## src/rtl/rgb_to_yuv420_converter_defines.svh

```systemverilog
// ----------------------------------------------------------------------------
// RGB to YUV 4:2:0 converter - assertion macros
// Concurrent checks on clk, disabled while arst_n is low.
// ----------------------------------------------------------------------------
`ifndef RGB_TO_YUV420_CONVERTER_DEFINES_SVH
`define RGB_TO_YUV420_CONVERTER_DEFINES_SVH

// condition holds at every edge
`define R2Y_ASSERT_ALWAYS(label, cond, msg) \
	label: assert property (@(posedge clk) disable iff (!arst_n) (cond)) else $error(msg);

// trigger at one edge implies condition at the next
`define R2Y_ASSERT_NEXT(label, trig, cond, msg) \
	label: assert property (@(posedge clk) disable iff (!arst_n) (trig) |=> (cond)) \
		else $error(msg);

`endif

```

## src/rtl/r2y_ram.sv

```systemverilog
// ----------------------------------------------------------------------------
// r2y_ram
// Generic simple dual-port RAM, one write and one registered read port.
// ----------------------------------------------------------------------------
module r2y_ram #(
	parameter int WIDTH = 8,
	parameter int DEPTH = 16
) (
	input  logic                                          clk,
	input  logic                                          we,
	input  logic [((DEPTH > 1) ? $clog2(DEPTH) : 1)-1:0]  waddr,
	input  logic [WIDTH-1:0]                              wdata,
	input  logic                                          re,
	input  logic [((DEPTH > 1) ? $clog2(DEPTH) : 1)-1:0]  raddr,
	output logic [WIDTH-1:0]                              rdata
);

	logic [WIDTH-1:0] mem [DEPTH];

	always_ff @(posedge clk) begin
		if (we) begin
			mem[waddr] <= wdata;
		end
		if (re) begin
			rdata <= mem[raddr];
		end
	end

endmodule

```

## config.mk

```make
export PLATFORM = sky130hd
export DESIGN_NAME = r2y_ram
export DESIGN_NICKNAME = d
export VERILOG_FILES = /design/src/rtl/rgb_to_yuv420_converter_defines.svh /design/src/rtl/r2y_ram.sv
export SDC_FILE = /design/constraint.sdc
export NUM_CORES = 1
export LEC_CHECK = 0
export BUFFER_PORTS_ARGS = -buffer_cell sky130_fd_sc_hd__buf_2
export CAP_MARGIN = 20
export CORE_MARGIN = 4
export CORE_UTILIZATION = 45
export CTS_BUF_LIST = sky130_fd_sc_hd__clkbuf_8
export CTS_CLUSTER_SIZE = 24
export DETAILED_ROUTE_END_ITERATION = 16
export PLACE_DENSITY = 0.68
export SLEW_MARGIN = 20
export SYNTH_ARGS = -nofsm -noshare
export SYNTH_HDL_FRONTEND = slang
export SYNTH_SLANG_ARGS = --single-unit
```

## constraint.sdc

```tcl
create_clock -name clk -period 2.4 [get_ports clk]
set_input_delay 0.24 -clock clk [delete_from_list [all_inputs] [get_ports clk]]
set_output_delay 0.24 -clock clk [all_outputs]
set_load 0.01 [all_outputs]
```

==> results of run 1 <==
## metrics by stage
stage,worst slack [ns],util (%)
floorplan,0.667,-
global placement,0.323,49.5
detailed placement,0.285,49.5
CTS,0.752,52.8
global route,0.658,52.8
finish,0.782,52.8
## worst paths after layout
path | startpoint | to | cells after the start
hold reg to reg | mem[11][1] | rdata[1] | 3
hold / removal | re | rdata[1] | 1
setup reg to reg | mem[1][3] | rdata[3] | 3
setup / recovery | raddr[0] | rdata[3] | 5
## layout make-up
type                            instances  area share (%)
Tap cell                              143            2.97
Multi-Input combinational cell         83            17.5
Sequential cell                       136            67.7
Clock buffer                           17            3.88
Timing Repair Buffer                   49            5.43
Clock inverter                         15            2.51
## per-layer routing
layer	up-vias	GRT usage (%)	part of all wire, %
met1	1282	21.3	43
li1	1097	-	-
met3	12	4.28	5.1
met5	-	0	0
met4	0	6.26	1.2
met2	80	25.3	50
## cells in the mapped netlist, drive strengths merged
cell	instances
or3b	1
nand2b	2
nand2	9
buf	7
nor2b	1
nor2	13
and2b	1
edfxtp	136
nand3b	2
nand3	1
and2	1
a22oi	16
nor3	4
clkdlybuf4s25	3
mux4	32
## flip-flops by register name, indices dropped and copies added, names as in the netlist
signal,cells
mem,128
rdata,8
## cells by family (layout without fill, tap and decap cells)
kind of cell / count (synthesis) / in the layout / share of synthesized area [%]
AO/OA/AOI/OAI: 16 / 16 / 2.30
buffers and inverters: 10 / 81 / 1.65
flip-flops: 136 / 136 / 78.1
multiplexers: 32 / 32 / 14.8
AND/OR/NAND/NOR: 35 / 35 / 3.14
## worst max-delay path, cell delays in order
cell and delay [ns]:
buf_2 0.45, buf_4 0.28, mux4_1 0.56, a22oi_1 0.19
nand2_1 0.07
## power by group
group | internal, uW | switching (uW)
logic | 108 | 143
clock network | 919 | 877
registers | 2670 | 12.1
total | 3700 | 1030
==> results by group, run 1 <==
Critical path
  • Startpoint types: input port
  • Crit path kind: input port to flip-flop
  • Crit path required time: roughly 2.6 ns
  • R2r setup slk: 0.86 ns
  • WP data arrival: about 1.8 ns
  • Nature of the critical path endpoint: flip-flop
  • Worst-path fanout max: 17

STA
  • RSZ-0062 raised after global routing: false
  • Slew Limit Fails: 0
  • Hold Slack: 0.179 ns
  • Fin. Hold Viols: 0
  • Worst slew pin tran: approximately 0.73 ns
  • TNS Setup: 0 ns
  • Final setup vio count: 0
  • Fin crit period: around 1.6 ns
  • Final period utilization: 67.4%
  • Slew HR: between 50% and 60%
  • Peak Freq: approximately 0.62 GHz
  • Worst clock skew: 0.00730 ns

Power and ir drop
  • Static leakage: roughly 0.0020 uW
  • Pwr Density: between 700 and 800 nW/um2
  • Maximum vdd ir drop: roughly 0.36 mV
  • Total power: approximately 4700 uW

Floorplan
  • Die height: about 120 um
  • Top Ports: 27
  • Initial Utilization: between 40% and 50%
  • Core area: approximately 11000 um2
  • Area of the die: approximately 13000 um2
  • Die width: between 100 and 150 um
  • Row cnt: 39

Route
  • Detailed-route via count: 2471
  • Vias per cell: roughly 5.6
  • Drt first pass iters: 5
  • Routed Antenna Nets: 0
  • DRC viols: 0
  • Number of DRC markers in iteration 0: approximately 250
  • DR WL/cell: between 20 and 25 um
  • Drt total wl: between 9000 and 10000 um

Clock network
  • Clock transition at path regs: 0.08 ns
  • Number of setup buffers added after CTS: 0
  • CTS sink cnt: 136
  • Post-CTS Hold Buffers: 0
  • Post-CTS sizing: 0
  • H-Tree Depth: 4
  • Max Root-Sink Buffers: 2
  • CTS tree: built
  • Clock Tree Root: clkbuf_8
  • Worst skew pair latency: 0.43 ns
  • Num CTS Buffers: 17

Final layout
  • Final instance area: approximately 6000 um2
  • Finished Layout Cells: approximately 440
  • Most frequent cells in the layout: 136 x edfxtp_1, 26 x buf_2, 21 x buf_4
  • Footprint of the multi-input gates: approximately 1100 um2
  • Ratio of cells with drive above 1 in the final layout: around 33%
  • Leading cell type in the layout, fill and taps excluded: edfxtp_1
  • Antenna Cells: 0
  • Nets: a little over 300
  • Sequential cell area: roughly 4100 um2
  • Fill cells: about 900
  • Area Growth Syn to Fin: 15.4%

Yosys
  • Syn avg cell area: roughly 23 um2
  • Main area contributors after synthesis: edfxtp_1 78%, mux4_2 7.8%, mux4_1 7.0%
  • Area leader, netlist: edfxtp_1
  • Sequential fraction of the synthesis area: between 70% and 80%
  • Yosys top cell area share: between 70% and 80%
  • Yosys reg bits: 136
  • YS warnings: 0
  • Syn nets: ~250
  • Library cells used by synthesis: 18
  • Cell Area, Synth: ~5200 um2
  • Cells after Synth: roughly 230

Run
  • Max-Cap Viols: 0

GRT
  • Gr ovfl total: 0
  • Global-route wire length before repair: approximately 15000 um
  • Initial antenna violation count: 0
  • Pin count of the biggest net entering global routing: 33
  • Total track usage: approximately 16%
  • Vias in the first global route: between 2000 and 3000

Placement
  • DP HPWL: 6340 um
  • I/O Buffers: 26
  • GP Congestion: approximately 0.75
  • Placed Instances: between 400 and 500
  • Post-DP Area: 5650 um2

Run status
  • Status: complete, no violations

Hold path
  • Hold WC Path Type: input port to flip-flop
No activity file was read; power rests on OpenSTA's default activity.
==> run 2: changes to the inputs <==
- PLACE_DENSITY: 0.68 -> 0.7
- clock period: 2.4 -> 1.3 ns (I/O delays scaled with it)
==> run 2 against run 1 <==
Effect of this change: the flow now finishes with violations (setup timing); final area rose by 2.0%; worst setup slack got worse by 0.92 ns; die area did not move; global-route usage rose by 0.92 points; count of clock-buffer cells in the layout did not move; sequential power rose by 85%; clock power rose by 110%; sequential share of layout area fell by 1.3 points; core utilization rose by 1.1 points.
==> results by group, run 2 (synthesized netlist as in run 1, its figures left out) <==
Final layout
  • Max reg flops: about 130
  • Largest Register: mem
  • Area Growth Syn to Fin: 17.7%
  • Nets: ~310
  • Finished Layout Cells: approximately 450
  • Leading cell type in the layout, fill and taps excluded: edfxtp_1
  • Final instance area: approximately 6000 um2
  • Antenna Cells: 0
  • Finished Core Util: a little over half
  • Fill cells: between 800 and 900
  • Most frequent cells in the layout: 136 x edfxtp_1, 32 x mux4_2, 26 x buf_2
  • Ratio of cells with drive above 1 in the final layout: 42.2%
  • Top Registers: mem x128, rdata x8

Placement
  • DP Worst Slack: -0.512 ns
  • I/O Buffers: 26
  • DP HPWL: 6780 um
  • Placed Instances: 414
  • GP Congestion: 0.724
  • Post-DP Area: ~5700 um2

Route
  • Drt total wl: slightly above 10000 um
  • Routed Antenna Nets: 0
  • DRC viols: 0
  • DR WL/cell: 23.0 um
  • Detailed-route via count: 2505
  • Number of DRC markers in iteration 0: roughly 190
  • Drt first pass iters: 6
  • Vias per cell: roughly 5.6

Clock network
  • CTS tree: built
  • Num CTS Buffers: 17
  • Max Root-Sink Buffers: 2
  • Worst skew pair latency: ~0.43 ns
  • Number of setup buffers added after CTS: 0
  • H-Tree Depth: 4
  • Clock Tree Root: clkbuf_8
  • CTS sink cnt: between 100 and 150
  • Clock transition at path regs: 0.08 ns

Floorplan
  • Top Ports: 27
  • Initial Utilization: 45.8%
  • Die height: 116 um
  • Area of the die: around 13000 um2
  • Die width: about 120 um
  • Core area: roughly 11000 um2
  • Row cnt: 39

Critical path
  • Worst R2R Start: mem[8][3]
  • Worst-path fanout max: 1
  • Peak per-stage delay on the critical path: about 0.47 ns
  • Worst Reg-to-Reg Cells: 3
  • Crit path required time: approximately 1.5 ns
  • Ordered cell list for the critical path: mux4_2 > a22oi_2 > nand2_1
  • Crit path from: mem[8][3]
  • Slowest cell on crit path: mux4_2
  • WP data arrival: approximately 1.6 ns
  • Crit path kind: flip-flop to flip-flop
  • Nature of the critical path endpoint: flip-flop
  • Startpoint types: flip-flop

Hold path
  • Hold depth: 1
  • Hold WC Path Type: input port to flip-flop
  • HP Start: re

STA
  • Slew HR: 38.5%
  • Fin. Hold Viols: 0
  • TNS Setup: -0.633 ns
  • Peak Freq: 0.696 GHz
  • Post-route setup slack: -0.136 ns
  • Slew Limit Fails: 0
  • Worst slew pin tran: between 0.9 and 1 ns
  • Worst clock skew: about 0.0083 ns
  • RSZ-0062 raised after global routing: true
  • Final period utilization: 110%
  • Fin crit period: between 1 and 1.5 ns
  • Final setup vio count: 8

GRT
  • Total track usage: between 15 and 20%
  • Gr ovfl total: 0
  • Met3 GRT Util: 5.07%
  • Pin count of the biggest net entering global routing: 17
  • Met1 usage: around a quarter
  • Initial antenna violation count: 0
  • Global-route wire length before repair: 15800 um
  • Met2 Use GR: roughly 25%
  • Vias in the first global route: around 2600
  • Grt peak-use layer: met2

Power and ir drop
  • Cell internal pwr: around 7400 uW
  • Pwr Density: ~1500 nW/um2
  • Static leakage: slightly above 0.002 uW
  • Comb pwr share: 5.7%
  • Net Switching: around 1900 uW
  • Sw frac: between 20% and 30%
  • Clk pwr share: ~40%
  • Maximum vdd ir drop: just under 0.6 mV
  • Sequential power share: a little over half

Run status
  • Status: finished, violations left
  • Failing checks: setup timing

Run
  • Max-Cap Viols: 0
-- run 2: changes by cell type in the layout (fill, tap and decap cells not counted), moves of 2 or more --
cell | previous run | this run
bufinv_16 | 2 | 5
clkinv_1 | 1 | 3
a22oi_2 | 0 | 11
a22oi_1 | 16 | 5
nor3_2 | 0 | 3
clkinvlp_4 | 5 | 3
mux4_1 | 14 | 0
inv_6 | 2 | 0
buf_12 | 2 | 4
mux4_2 | 18 | 32
nor3_1 | 4 | 1
-- run 2: cell type report --
cell class	instances	area, um2	area share, %
clock buffers	17	234	3.80
clock inverters	15	208	3.37
multi-input cells	83	1070	17.5
flip-flops and latches	136	4080	66.4
well taps	143	179	2.91
repair buffers	52	375	6.10
-- run 2: power groups by stage --
stage	clock network, uW	logic (uW)	registers [uW]
finish	3800	526	4960
global route	4080	565	4970
CTS	3880	524	4960
detailed placement	0	508	5060
global placement	0	496	5050
floorplan	0	272	5060
-- run 2: path summary, 6_finish.rpt --
| check | end | slack [ns] |
|---|---|---|
| setup / recovery | rdata[3] | -0.14 |
| hold / removal | rdata[6] | 0.05 |
| setup reg to reg | rdata[3] | -0.14 |
| hold reg to reg | rdata[2] | 0.76 |
-- run 2: critical path: cells and delay by family (launching register included) --
family             cells  cell delay, ns
AOI/OAI and AO/OA      1            0.23
and+or+nand+nor        1            0.10
muxes                  1            0.47
DFF                    1            0.38
-- run 2: what timing repair did --
action | CTS | global route
endpoints found under the setup margin | 8 | 8
pin swaps | 4 | 2
hold buffers | 0 | 0
hold endpoints to repair | 0 | 0
resized for setup | 7 | 5
-- run 2: metal layers --
layer / share of wire [%] / up-vias
met5: 0 / -
met4: 2.3 / 0
met3: 5.6 / 20
met2: 48 / 89
met1: 44 / 1309
li1: - / 1087
-- run 2: stage by stage --
stage          hold WS [ns]  total power (uW)
2_1_floorplan         0.229              5330
4_1_cts              0.0239              9360
5_1_grt              0.0275              9610
3_5_place_dp          0.502              5570
3_3_place_gp          0.503              5550
6_report             0.0544              9290
==> run 3: changes to the inputs <==
- CORE_MARGIN: 4 -> 2
==> run 3 against run 2 <==
Effect of this change: the run still ends with setup timing left; final cell count up 0.45%; clock skew about the same; critical endpoint is now rdata[4]; final area barely moved.
==> results by group, run 3 (synthesized netlist as in run 1, its figures left out) <==
Run status
  • Status: finished, violations left
  • Failing checks: setup timing

Power and ir drop
  • Sw frac: approximately a fifth
  • Net Switching: approximately 1900 uW
  • Cell internal pwr: 7420 uW
  • Maximum vdd ir drop: around 0.79 mV
  • Pwr Density: between 1500 and 2000 nW/um2
  • Clk pwr share: 41.0%
  • Static leakage: between 0.002 and 0.0025 uW
  • Comb pwr share: roughly 5.5%
  • Sequential power share: about 54%

STA
  • RSZ-0062 raised after global routing: true
  • Worst slew pin tran: approximately 0.84 ns
  • Worst clock skew: around 0.0085 ns
  • Final setup vio count: 8
  • Fin. Hold Viols: 0
  • Slew HR: a little over two fifths
  • Fin crit period: 1.44 ns
  • Final period utilization: 111%
  • Hold Slack: between 0.07 and 0.08 ns
  • Slew Limit Fails: 0
  • Post-route setup slack: -0.144 ns
  • Peak Freq: between 0.6 and 0.7 GHz

Route
  • DR WL/cell: roughly 23 um
  • DRC viols: 0
  • Number of DRC markers in iteration 0: 226
  • Drt first pass iters: 4
  • Drt total wl: 10100 um
  • Detailed-route via count: ~2500
  • Routed Antenna Nets: 0
  • Vias per cell: between 5 and 6

Clock network
  • CTS tree: built
  • Num CTS Buffers: 17
  • H-Tree Depth: 4
  • Clock Tree Root: clkbuf_8
  • Post-CTS Hold Buffers: 0
  • Clock transition at path regs: around 0.080 ns
  • CTS sink cnt: between 100 and 150
  • Number of setup buffers added after CTS: 0
  • Worst skew pair latency: roughly 0.42 ns
  • Max Root-Sink Buffers: 2

Critical path
  • Nature of the critical path endpoint: flip-flop
  • WP data arrival: approximately 1.6 ns
  • Peak per-stage delay on the critical path: 0.51 ns
  • Worst path top cell family by delay: multiplexers
  • Ordered cell list for the critical path: mux4_2 > a22oi_2 > nand2_1
  • Crit path required time: 1.47 ns
  • Slowest cell on crit path: mux4_2
  • Startpoint types: flip-flop
  • Buffers and inverters on the worst path: 0
  • Worst Reg-to-Reg Cells: 3
  • Worst-path fanout max: 1
  • Crit path kind: flip-flop to flip-flop
  • CP Depth: 3

GRT
  • Total track usage: roughly 17%
  • Vias in the first global route: 2545
  • Gr ovfl total: 0
  • Global-route wire length before repair: about 15000 um
  • Pin count of the biggest net entering global routing: 17
  • Initial antenna violation count: 0

Final layout
  • Area Growth Syn to Fin: 17.8%
  • Fill cells: 828
  • Largest Register: mem
  • Most frequent cells in the layout: 136 x edfxtp_1, 32 x mux4_2, 26 x buf_2
  • Leading cell type in the layout, fill and taps excluded: edfxtp_1
  • Nets: about 310
  • Antenna Cells: 0
  • Max reg flops: 128
  • Ratio of cells with drive above 1 in the final layout: between 40% and 50%
  • Top Registers: mem x128, rdata x8
  • Finished Core Util: between 50% and 60%

Hold path
  • Hold WC Path Type: input port to flip-flop
  • Hold depth: 1

Run
  • Max-Cap Viols: 0

Floorplan
  • Die height: ~110 um
  • Row cnt: 39
  • Area of the die: 12500 um2
  • Die width: roughly 110 um
  • Initial Utilization: 46.0%
  • Core area: ~11000 um2
  • Top Ports: 27

Placement
  • I/O Buffers: 26
  • DP HPWL: between 6000 and 7000 um
  • GP Congestion: around 0.77
run 3: per-stage QoR:
stage               std cells  TNS [ns]  area (um2)  power, uW  setup WS (ns)
CTS                       448    -0.674        6150       9350         -0.137
global placement          417     -4.63        5680       5540         -0.409
finish                    448    -0.642        6160       9280         -0.144
global route              448    -0.985        6160       9570         -0.159
floorplan                 229     -3.17        5230       5330        -0.0961
detailed placement        417     -5.34        5680       5560         -0.425
run 3: power by group through the flow:
| stage | Clock [uW] | Combinational [uW] | Sequential (uW) |
|---|---|---|---|
| detailed placement | 0 | 496 | 5060 |
| finish | 3810 | 512 | 4960 |
| global placement | 0 | 484 | 5060 |
| CTS | 3880 | 511 | 4960 |
| global route | 4050 | 551 | 4970 |
| floorplan | 0 | 272 | 5060 |
run 3: cell type report:
| class | instances | area (um2) | share of cell area, % |
|---|---|---|---|
| clock buffers | 17 | 234 | 3.80 |
| flip-flops and latches | 136 | 4080 | 66.3 |
| repair buffers | 55 | 398 | 6.46 |
| well taps | 143 | 179 | 2.91 |
| clock inverters | 14 | 206 | 3.35 |
| multi-input cells | 83 | 1050 | 17.1 |
run 3: what timing repair did:
action                     in CTS  in global routing
pin swaps                       3                  0
resized for setup               6                  2
setup endpoints to repair       8                  8
run 3: final timing paths:
kind | to | startpoint | slack, ns
setup reg to reg | rdata[4] | mem[3][4] | -0.14
hold / removal | rdata[3] | re | 0.07
setup / recovery | rdata[4] | mem[3][4] | -0.14
hold reg to reg | rdata[5] | mem[14][5] | 0.75
run 3: layer usage:
layer	share of wire, %	vias to the layer above	global-route usage (%)	routed length, um
met5	0	-	0	0
met3	7.6	10	4.74	772
met4	1.4	0	5.60	138
met1	41	1292	23.9	4140
li1	-	1091	-	-
met2	50	109	26.6	5050
